[config.mk]
export PLATFORM = sky130hd
export DESIGN_NAME = parallel_lcd_bus_transaction_core
export DESIGN_NICKNAME = d
export VERILOG_FILES = /design/src/rtl/plbt_pkg.sv /design/src/rtl/plbt_ctrl.sv /design/src/rtl/plbt_dpath.sv /design/src/rtl/parallel_lcd_bus_transaction_core.sv
export SDC_FILE = /design/constraint.sdc
export NUM_CORES = 1
export LEC_CHECK = 0
export ABC_AREA = 1
export BUFFER_PORTS_ARGS = -buffer_cell sky130_fd_sc_hd__buf_2
export CORE_MARGIN = 2
export CORE_UTILIZATION = 58
export DETAILED_ROUTE_END_ITERATION = 8
export GPL_TIMING_DRIVEN = 0
export PLACE_DENSITY = 0.84
export SYNTH_ARGS = -nofsm -noshare
export SYNTH_HDL_FRONTEND = slang
export SYNTH_SLANG_ARGS = --single-unit
[constraint.sdc]
create_clock -name clock -period 4.3 [get_ports clock]
set_input_delay 0 -clock clock [delete_from_list [all_inputs] [get_ports clock]]
set_output_delay 0 -clock clock [all_outputs]
set_load 0.01 [all_outputs]
[src/rtl/plbt_pkg.sv]
// -----------------------------------------------------------------------------
// plbt_pkg
// Shared types and constants for the parallel display bus transaction core.
// -----------------------------------------------------------------------------
`default_nettype none

package plbt_pkg;

   // Request operation codes
   localparam logic [1:0] OP_BEGIN = 2'd0;
   localparam logic [1:0] OP_WRITE = 2'd1;
   localparam logic [1:0] OP_READ  = 2'd2;
   localparam logic [1:0] OP_END   = 2'd3;

   // Response kinds
   localparam logic [1:0] KIND_BUS_BYTE  = 2'd0;
   localparam logic [1:0] KIND_READ_WORD = 2'd1;
   localparam logic [1:0] KIND_RELEASE   = 2'd2;

   // Data formats (bit 1 selects colour conversion)
   localparam logic [1:0] FMT_BYTE = 2'd0;
   localparam logic [1:0] FMT_WORD = 2'd1;

   // Byte phases of a read word
   localparam logic [1:0] PHASE_FIRST  = 2'd0;
   localparam logic [1:0] PHASE_SECOND = 2'd1;
   localparam logic [1:0] PHASE_THIRD  = 2'd2;

   localparam bit         READ_SUPPORT = 1'b1;
   localparam logic [4:0] MAX_REPEAT   = 5'd16;

   typedef enum logic [1:0] {
      ST_IDLE,
      ST_EXEC,
      ST_LOAD,
      ST_EMIT
   } state_type;

   // Commands from controller to datapath
   typedef struct packed {
      logic capture;
      logic exec;
      logic load;
   } ctrl_cmd_type;

   // Status from datapath to controller
   typedef struct packed {
      logic plan_empty;
   } dp_status_type;

endpackage : plbt_pkg

`default_nettype wire

[src/rtl/plbt_ctrl.sv]
// -----------------------------------------------------------------------------
// plbt_ctrl
// Controller: takes one request, lets the datapath plan its responses, then
// steps the response sequencer one result at a time.
// -----------------------------------------------------------------------------
`default_nettype none

module plbt_ctrl (
   input  wire                     clock,
   input  wire                     reset,
   input  wire                     req_valid,
   output logic                    req_stall,
   output logic                    rsp_valid,
   input  wire                     rsp_stall,
   input  plbt_pkg::dp_status_type status,
   output plbt_pkg::ctrl_cmd_type  cmd
);
   import plbt_pkg::*;

   state_type state_ff;
   state_type state_in;

   always_ff @(posedge clock) begin
      if (reset) begin
         state_ff <= ST_IDLE;
      end else begin
         state_ff <= state_in;
      end
   end

   always_comb begin
      state_in = state_ff;
      case (state_ff)
         ST_IDLE: begin
            if (req_valid) begin
               state_in = ST_EXEC;
            end
         end
         ST_EXEC: begin
            state_in = ST_LOAD;
         end
         ST_LOAD: begin
            state_in = status.plan_empty ? ST_IDLE : ST_EMIT;
         end
         ST_EMIT: begin
            // advance only once the held response is taken
            if (!rsp_stall && status.plan_empty) begin
               state_in = ST_IDLE;
            end
         end
         default: begin
            state_in = ST_IDLE;
         end
      endcase
   end

   always_comb begin
      req_stall   = 1'b1;
      rsp_valid   = 1'b0;
      cmd.capture = 1'b0;
      cmd.exec    = 1'b0;
      cmd.load    = 1'b0;
      case (state_ff)
         ST_IDLE: begin
            req_stall   = 1'b0;
            cmd.capture = req_valid;
         end
         ST_EXEC: begin
            cmd.exec = 1'b1;
         end
         ST_LOAD: begin
            cmd.load = !status.plan_empty;
         end
         ST_EMIT: begin
            rsp_valid = 1'b1;
            cmd.load  = !rsp_stall && !status.plan_empty;
         end
         default: begin
            req_stall = 1'b1;
         end
      endcase
   end

   a_valid_blocks_req: assert property (@(posedge clock) disable iff (reset)
      rsp_valid |-> req_stall)
      else $error("response pending while requests are taken");

   a_accept_to_exec: assert property (@(posedge clock) disable iff (reset)
      (req_valid && !req_stall) |=> (state_ff == ST_EXEC))
      else $error("accepted request not executed");

   a_exec_to_load: assert property (@(posedge clock) disable iff (reset)
      (state_ff == ST_EXEC) |=> (state_ff == ST_LOAD))
      else $error("execute not followed by load");

   a_load_when_taken: assert property (@(posedge clock) disable iff (reset)
      (rsp_valid && rsp_stall) |-> !cmd.load)
      else $error("stalled response overwritten");

endmodule : plbt_ctrl

`default_nettype wire

[src/rtl/plbt_dpath.sv]
// -----------------------------------------------------------------------------
// plbt_dpath
// Datapath: request capture, transaction state, colour conversion, read word
// assembly and the response byte sequencer with its output register.
// -----------------------------------------------------------------------------
`default_nettype none

module plbt_dpath (
   input  wire                     clock,
   input  wire                     reset,
   input  plbt_pkg::ctrl_cmd_type  cmd,
   output plbt_pkg::dp_status_type status,
   input  wire                     csr_wr_en,
   input  wire                     csr_wr_data,
   input  wire  [1:0]              req_operation,
   input  wire  [15:0]             req_command,
   input  wire                     req_command_wide,
   input  wire                     req_direction,
   input  wire  [1:0]              req_data_format,
   input  wire  [3:0]              req_dummy_count,
   input  wire  [15:0]             req_word,
   input  wire  [4:0]              req_repeat_req,
   input  wire  [7:0]              req_pin_byte,
   output logic [1:0]              rsp_kind,
   output logic                    rsp_reg_select,
   output logic [7:0]              rsp_bus_byte,
   output logic [15:0]             rsp_read_word,
   output logic                    rsp_last
);
   import plbt_pkg::*;

   // configuration
   logic        colour_order_ff;

   // captured request
   logic [1:0]  op_ff;
   logic [15:0] cmd_ff;
   logic        wide_ff;
   logic        dir_ff;
   logic [1:0]  fmt_ff;
   logic [3:0]  dum_ff;
   logic [15:0] word_ff;
   logic [4:0]  rep_ff;
   logic [7:0]  pin_ff;

   // transaction state
   logic        open_ff,  open_in;
   logic        rmode_ff, rmode_in;
   logic [1:0]  fmt_held_ff, fmt_held_in;
   logic [3:0]  dummy_left_ff, dummy_left_in;
   logic [1:0]  phase_ff, phase_in;
   logic [15:0] partial_ff, partial_in;

   // response plan
   logic [5:0]  cnt_ff, cnt_in;
   logic [1:0]  pos_ff, pos_in;
   logic [1:0]  grp_ff, grp_in;
   logic [1:0]  kind_ff, kind_in;
   logic        rs_ff, rs_in;
   logic [7:0]  b0_ff, b0_in;
   logic [7:0]  b1_ff, b1_in;
   logic [7:0]  b2_ff, b2_in;
   logic [15:0] rword_ff, rword_in;

   // output register
   logic [1:0]  out_kind_ff;
   logic        out_rs_ff;
   logic [7:0]  out_byte_ff;
   logic [15:0] out_word_ff;
   logic        out_last_ff;

   logic [4:0]  rep_sat;
   logic [7:0]  red, green, blue;
   logic [7:0]  first_b, pix_r, pix_b;
   logic [7:0]  sel_byte;
   logic [1:0]  pos_next;

   always_ff @(posedge clock) begin
      if (reset) begin
         colour_order_ff <= 1'b0;
      end else if (csr_wr_en) begin
         colour_order_ff <= csr_wr_data;
      end
   end

   always_ff @(posedge clock) begin
      if (cmd.capture) begin
         op_ff   <= req_operation;
         cmd_ff  <= req_command;
         wide_ff <= req_command_wide;
         dir_ff  <= req_direction;
         fmt_ff  <= req_data_format;
         dum_ff  <= req_dummy_count;
         word_ff <= req_word;
         rep_ff  <= req_repeat_req;
         pin_ff  <= req_pin_byte;
      end
   end

   assign rep_sat = (rep_ff > MAX_REPEAT) ? MAX_REPEAT : rep_ff;
   assign red     = {word_ff[15:11], 3'b000};
   assign green   = {word_ff[10:5], 2'b00};
   assign blue    = {word_ff[4:0], 3'b000};
   assign first_b = partial_ff[15:8];
   assign pix_r   = colour_order_ff ? first_b : pin_ff;
   assign pix_b   = colour_order_ff ? pin_ff : first_b;

   // decode the captured request into a plan and a state update
   always_comb begin
      open_in       = open_ff;
      rmode_in      = rmode_ff;
      fmt_held_in   = fmt_held_ff;
      dummy_left_in = dummy_left_ff;
      phase_in      = phase_ff;
      partial_in    = partial_ff;
      cnt_in        = 6'd0;
      pos_in        = 2'd0;
      grp_in        = 2'd1;
      kind_in       = KIND_BUS_BYTE;
      rs_in         = 1'b0;
      b0_in         = 8'd0;
      b1_in         = 8'd0;
      b2_in         = 8'd0;
      rword_in      = 16'd0;
      case (op_ff)
         OP_BEGIN: begin
            if (!open_ff && !(dir_ff && !READ_SUPPORT)) begin
               if (wide_ff) begin
                  cnt_in = 6'd2;
                  grp_in = 2'd2;
                  b0_in  = cmd_ff[15:8];
                  b1_in  = cmd_ff[7:0];
               end else begin
                  cnt_in = 6'd1;
                  b0_in  = cmd_ff[7:0];
               end
               open_in       = 1'b1;
               rmode_in      = dir_ff;
               fmt_held_in   = fmt_ff;
               dummy_left_in = dum_ff;
               phase_in      = PHASE_FIRST;
               partial_in    = 16'd0;
            end
         end
         OP_WRITE: begin
            if (open_ff && !rmode_ff) begin
               rs_in = 1'b1;
               if (fmt_held_ff[1]) begin
                  grp_in = 2'd3;
                  cnt_in = {1'b0, rep_sat} + {rep_sat, 1'b0};
                  b0_in  = colour_order_ff ? red : blue;
                  b1_in  = green;
                  b2_in  = colour_order_ff ? blue : red;
               end else if (fmt_held_ff == FMT_WORD) begin
                  grp_in = 2'd2;
                  cnt_in = {rep_sat, 1'b0};
                  b0_in  = word_ff[15:8];
                  b1_in  = word_ff[7:0];
               end else begin
                  cnt_in = {1'b0, rep_sat};
                  b0_in  = word_ff[7:0];
               end
            end
         end
         OP_READ: begin
            if (open_ff && rmode_ff && READ_SUPPORT) begin
               kind_in = KIND_READ_WORD;
               rs_in   = 1'b1;
               if (dummy_left_ff != 4'd0) begin
                  // drop a dummy byte
                  dummy_left_in = dummy_left_ff - 4'd1;
               end else if (fmt_held_ff[1]) begin
                  if (phase_ff == PHASE_FIRST) begin
                     partial_in = {pin_ff, 8'd0};
                     phase_in   = PHASE_SECOND;
                  end else if (phase_ff == PHASE_SECOND) begin
                     partial_in = {partial_ff[15:8], pin_ff};
                     phase_in   = PHASE_THIRD;
                  end else begin
                     cnt_in     = 6'd1;
                     rword_in   = {pix_r[7:3], partial_ff[7:2], pix_b[7:3]};
                     phase_in   = PHASE_FIRST;
                     partial_in = 16'd0;
                  end
               end else if (fmt_held_ff == FMT_WORD) begin
                  if (phase_ff == PHASE_FIRST) begin
                     partial_in = {pin_ff, 8'd0};
                     phase_in   = PHASE_SECOND;
                  end else begin
                     cnt_in     = 6'd1;
                     rword_in   = {partial_ff[15:8], pin_ff};
                     phase_in   = PHASE_FIRST;
                     partial_in = 16'd0;
                  end
               end else begin
                  cnt_in   = 6'd1;
                  rword_in = {8'd0, pin_ff};
               end
            end
         end
         OP_END: begin
            if (open_ff) begin
               cnt_in        = 6'd1;
               kind_in       = KIND_RELEASE;
               open_in       = 1'b0;
               rmode_in      = 1'b0;
               fmt_held_in   = FMT_BYTE;
               dummy_left_in = 4'd0;
               phase_in      = PHASE_FIRST;
               partial_in    = 16'd0;
            end
         end
         default: begin
            cnt_in = 6'd0;
         end
      endcase
   end

   always_ff @(posedge clock) begin
      if (reset) begin
         open_ff       <= 1'b0;
         rmode_ff      <= 1'b0;
         fmt_held_ff   <= FMT_BYTE;
         dummy_left_ff <= 4'd0;
         phase_ff      <= PHASE_FIRST;
         partial_ff    <= 16'd0;
      end else if (cmd.exec) begin
         open_ff       <= open_in;
         rmode_ff      <= rmode_in;
         fmt_held_ff   <= fmt_held_in;
         dummy_left_ff <= dummy_left_in;
         phase_ff      <= phase_in;
         partial_ff    <= partial_in;
      end
   end

   assign sel_byte = (pos_ff == 2'd0) ? b0_ff :
                     (pos_ff == 2'd1) ? b1_ff : b2_ff;
   assign pos_next = (pos_ff + 2'd1 == grp_ff) ? 2'd0 : pos_ff + 2'd1;

   always_ff @(posedge clock) begin
      if (reset) begin
         cnt_ff <= 6'd0;
         pos_ff <= 2'd0;
      end else if (cmd.exec) begin
         cnt_ff <= cnt_in;
         pos_ff <= pos_in;
      end else if (cmd.load) begin
         cnt_ff <= cnt_ff - 6'd1;
         pos_ff <= pos_next;
      end
   end

   always_ff @(posedge clock) begin
      if (cmd.exec) begin
         grp_ff   <= grp_in;
         kind_ff  <= kind_in;
         rs_ff    <= rs_in;
         b0_ff    <= b0_in;
         b1_ff    <= b1_in;
         b2_ff    <= b2_in;
         rword_ff <= rword_in;
      end
   end

   always_ff @(posedge clock) begin
      if (cmd.load) begin
         out_kind_ff <= kind_ff;
         out_rs_ff   <= rs_ff;
         out_byte_ff <= (kind_ff == KIND_BUS_BYTE) ? sel_byte : 8'd0;
         out_word_ff <= rword_ff;
         out_last_ff <= (cnt_ff == 6'd1);
      end
   end

   assign status.plan_empty = (cnt_ff == 6'd0);

   assign rsp_kind       = out_kind_ff;
   assign rsp_reg_select = out_rs_ff;
   assign rsp_bus_byte   = out_byte_ff;
   assign rsp_read_word  = out_word_ff;
   assign rsp_last       = out_last_ff;

   a_plan_bounded: assert property (@(posedge clock) disable iff (reset)
      cnt_ff <= 6'd48)
      else $error("response plan longer than the largest fill");

   a_pos_in_group: assert property (@(posedge clock) disable iff (reset)
      (cnt_ff != 6'd0) |-> (pos_ff < grp_ff))
      else $error("byte position outside its group");

   a_release_closes: assert property (@(posedge clock) disable iff (reset)
      (cmd.exec && op_ff == OP_END) |=> !open_ff)
      else $error("end request left the transaction open");

endmodule : plbt_dpath

`default_nettype wire

[src/rtl/parallel_lcd_bus_transaction_core.sv]
// -----------------------------------------------------------------------------
// parallel_lcd_bus_transaction_core
// Request sequencer for an 8-bit 8080-style parallel display bus.
// -----------------------------------------------------------------------------
// One request is handled at a time. It is taken in the idle state, decoded
// and applied to the transaction state in the execute state, and its first
// response is loaded into the output register in the load state (a request
// with no response returns to idle instead); responses then follow one per
// cycle while rsp_stall is low: begin gives one or two command bytes, a write
// gives up to 48 bus bytes (16 repeats of a three-byte colour pixel), a read
// gives zero or one word, an end gives one release. The byte sequencer sets
// the rate; req_stall stays high until the last response has been taken.
`default_nettype none

module parallel_lcd_bus_transaction_core (
   input  wire         clock,
   input  wire         reset,
   input  wire         csr_wr_en,
   input  wire         csr_wr_data,
   input  wire         req_valid,
   output logic        req_stall,
   input  wire  [1:0]  req_operation,
   input  wire  [15:0] req_command,
   input  wire         req_command_wide,
   input  wire         req_direction,
   input  wire  [1:0]  req_data_format,
   input  wire  [3:0]  req_dummy_count,
   input  wire  [15:0] req_word,
   input  wire  [4:0]  req_repeat_req,
   input  wire  [7:0]  req_pin_byte,
   output logic        rsp_valid,
   input  wire         rsp_stall,
   output logic [1:0]  rsp_kind,
   output logic        rsp_reg_select,
   output logic [7:0]  rsp_bus_byte,
   output logic [15:0] rsp_read_word,
   output logic        rsp_last
);
   import plbt_pkg::*;

   ctrl_cmd_type  cmd;
   dp_status_type status;

   plbt_ctrl u_ctrl (
      .clock     (clock),
      .reset     (reset),
      .req_valid (req_valid),
      .req_stall (req_stall),
      .rsp_valid (rsp_valid),
      .rsp_stall (rsp_stall),
      .status    (status),
      .cmd       (cmd)
   );

   plbt_dpath u_dpath (
      .clock            (clock),
      .reset            (reset),
      .cmd              (cmd),
      .status           (status),
      .csr_wr_en        (csr_wr_en),
      .csr_wr_data      (csr_wr_data),
      .req_operation    (req_operation),
      .req_command      (req_command),
      .req_command_wide (req_command_wide),
      .req_direction    (req_direction),
      .req_data_format  (req_data_format),
      .req_dummy_count  (req_dummy_count),
      .req_word         (req_word),
      .req_repeat_req   (req_repeat_req),
      .req_pin_byte     (req_pin_byte),
      .rsp_kind         (rsp_kind),
      .rsp_reg_select   (rsp_reg_select),
      .rsp_bus_byte     (rsp_bus_byte),
      .rsp_read_word    (rsp_read_word),
      .rsp_last         (rsp_last)
   );

endmodule : parallel_lcd_bus_transaction_core

`default_nettype wire

==> impl_results.md <==
- Status: finished, final reports clean
- Max VDD drop: 0.457 mV
- P_sw: 1570 µW
- CP Max Fanout: 31
- M3 GR Usage: 5.45%
- Fin. Hold Viols: 0
- Non-Filler Instances: 975
- Seq pwr share: 45.8%
- Critical Path Sink Type: flop
- Die width: 114 µm
- Worst path max stage delay: 0.94 ns
- Gpl congestion: 0.892
- Cell Chain, Critical Path: inv_1 -> ha_1 -> nand3_1 -> nand2_1 -> inv_1 -> nand2_2 -> inv_1 -> nor2_1 -> inv_1 -> o21ai_0 -> a21oi_1
- Reg2Reg Depth: 11
- Cell row count: 40
- Clk pwr share: 30.2%
- Final instance area: 8920 µm²
- CTS resizes: 0
- Mean Syn Cell Area: 11.0 µm²
- Vert. Die Dim: 114 µm
- Vias per inst: 5.63
- DP HPWL: 11.2 mm
- Setup TNS: 0 ns
- Share of cells above drive strength 1: 21.3%
- Asr flop ratio synth: 0%
- Required @ worst endpoint: 4.66 ns
- Seq/Total Area, Yosys: 62.9%
- Root buffer cell: clkbuf_16
- Power Density: 553 nW/µm²
- Fin crit period: 2.60 ns
- Synthesis Warnings: 0
- Yosys reg bits: 160
- CTS clk-pin slew, worst paths: 0.06 ns
- Count leader, synth: edfxtp_1
- Total placed cells including tap cells: 884
- Postcts setup bufs: 0
- First-pass GRT wire length: 26.9 mm
- Number of global-route vias before repair: 5472
- DR iter-0 viols: 601
- Yosys top cell by area: edfxtp_1
- Ant diodes: 0
- Met2 Usage GRT: 47.1%
- Top cell type's share of synthesized area: 53.0%
- Most common flop cell mapped by yosys: edfxtp_1
- WL/cell: 17.6 µm
- Area growth syn-to-layout: 25.9%
- Synth top cells by count: edfxtp_1 (125), nand2_1 (108), inv_1 (70), a21oi_1 (65), o21ai_0 (46)
- Fmax: 384 MHz
- DRC: 0
- Fin crit share: 60.6%
- Total chip power: 4930 µW
- Worst slew pin tran: 1.25 ns
- Core area: 12000 µm²
- Clk_lat worst skew: 0.44 ns
- CTS max path bufs: 2
- Hold Path Depth: 5
- RSZ-0062 raised after global routing: no
- Die Footprint: 13100 µm²
- Crit path kind: reg -> reg
- Initial antenna violation count: 0
- Type of the worst min-delay path: in -> reg
- Hold-fix buffers at CTS: 59
- Final setup viols: 0
- Critical path launch point type: flop
- CTS buffer count: 17
- Max transition margin: 16.3%
- Initial core utilization: 59.2%
- Crit path max-delay cell type: inv_1
- P_int: 3370 µW
- Placed Instance Area: 7740 µm²
- Slew Limit Fails: 0
- Post-synth EDFFs: 125
- H-tree Lvls: 4
- Largest net degree at the start of global routing: 48
- Distinct cells, synth: 51
- CTS tree: yes
- Layout Skew: 0.0111 ns
- Switching share of power: 31.8%
- Post-route ant nets: 0
- CP most frequent cell: inv_1
- Max-cap violations: 0
- Leakage power: 0.00358 µW
- Vias: 5494
- Post-Route WL: 17.2 mm
- Final core utilization: 74.5%
- DR pass1 iterations: 6
- Final nets: 889
- IO buf count: 90
- M1 GR Usage: 33.0%
- Synth Net Count: 720
- Total track usage: 27.6%
- GRT busiest layer: met2
- Sink Count: 160
- Mapped Area: 7080 µm²
- Comb pwr share: 24.0%
- Largest cells by area after synthesis: edfxtp_1 (53%), dfxtp_1 (9.9%), nand2_1 (5.7%)
- Critical Path AT: 2.96 ns
- Syn Inst Count: 646
- Total gr overflow: 0
- Number of top-level pins: 91
-- cell type report --
cell class,count,area (µm²)
timing repair buffer,150,1060
sequential,160,4450
inverter,78,294
multi-input combinational,390,2230
clock buffer,17,425
clock inverter,15,159
fill,769,3050
tap,147,184
buffer,18,104
-- critical path: cells and delay by family (launching register included) --
| family | cells | cell delay (ns) |
|---|---|---|
| buffers and inverters | 4 | 1.32 |
| and+or+nand+nor | 4 | 0.39 |
| DFF | 1 | 0.35 |
| AOI/OAI and AO/OA | 2 | 0.26 |
| adders and majority gates | 1 | 0.20 |
-- layer usage --
| layer | wire, µm | vias up |
|---|---|---|
| met5 | 0 | - |
| met4 | 666 | 0 |
| met3 | 1250 | 54 |
| met2 | 8710 | 281 |
| met1 | 6540 | 2543 |
| li1 | - | 2616 |
-- stage by stage --
stage | hold slack [ns] | worst slack (ns)
2_1_floorplan | 0.0989 | 0.837
3_3_place_gp | 0.176 | 0.0420
3_5_place_dp | 0.178 | 1.70
4_1_cts | 0.0456 | 1.70
5_1_grt | 0.107 | 1.44
6_report | 0.0861 | 1.70
-- sequential cells by signal, indices dropped and copies added (netlist names), 5 cells and up --
register and cells:
u_dpath.rsp_read_word 16, u_dpath.rword_ff 16, u_dpath.cnt_ff 6, u_dpath.b1_ff 8, u_dpath.b2_ff 5, u_dpath.pin_ff 8, u_dpath.cmd_ff 16, u_dpath.b0_ff 8
u_dpath.word_ff 16, u_dpath.rsp_bus_byte 8, u_dpath.partial_ff 14, u_dpath.rep_ff 5
-- cell families (layout without fill, tap and decap cells) --
group / Yosys count / in the layout / synth area share (%)
adders and majority gates: 13 / 13 / 2.30
muxes: 5 / 5 / 0.795
and+or+nand+nor: 203 / 203 / 14.0
AOI/OAI and AO/OA: 161 / 161 / 13.3
DFF: 160 / 160 / 62.9
xor gates and xnor gates: 8 / 8 / 0.990
buffers and inverters: 96 / 278 / 5.62
-- power by group through the flow --
| stage | logic [µW] | registers (µW) | clock network, µW |
|---|---|---|---|
| 3_5_place_dp | 1120 | 2280 | 0 |
| 3_3_place_gp | 1050 | 2290 | 0 |
| 2_1_floorplan | 748 | 2280 | 0 |
| 5_1_grt | 1300 | 2290 | 1560 |
| 6_report | 1180 | 2260 | 1490 |
| 4_1_cts | 1170 | 2250 | 1490 |
-- worst paths after layout --
kind                                                            to                              start  slack, ns
worst max-delay path                u_dpath.cnt_ff[3]$_SDFFE_PP0P_     u_dpath.cnt_ff[0]$_SDFFE_PP0P_       1.70
worst min-delay path               u_ctrl.state_ff[0]$_SDFFE_PP0P_                          req_valid       0.09
worst max register to register      u_dpath.cnt_ff[3]$_SDFFE_PP0P_     u_dpath.cnt_ff[0]$_SDFFE_PP0P_       1.70
worst min register to register  u_dpath.rsp_read_word[2]$_DFFE_PP_  u_dpath.rword_ff[2]$_SDFFCE_PP0P_       0.42
-- placed cells by master, fill, tap and decap left out, types with 3 or more instances in the layout --
cell,count
edfxtp_1,125
nand2_1,108
buf_2,94
inv_1,69
a21oi_1,65
dlygate4sd3_1,59
o21ai_0,46
dfxtp_1,35
nor2_1,32
nand3_1,28
clkbuf_16,17
ha_1,13
a22oi_1,12
clkbuf_1,10
o21ai_1,8
inv_2,6
a211oi_1,6
nand2_2,5
nor2_2,5
mux2_2,5
xor2_1,4
xnor2_1,4
a211oi_2,4
inv_6,4
clkinv_4,4
nor2_8,3
nor2_4,3
o221ai_1,3
clkinv_1,3
o211ai_1,3
or2_2,3
nand4_1,3
nor3_1,3
clkinv_2,3
o31ai_1,3
No activity file was read; power rests on OpenSTA's default activity.
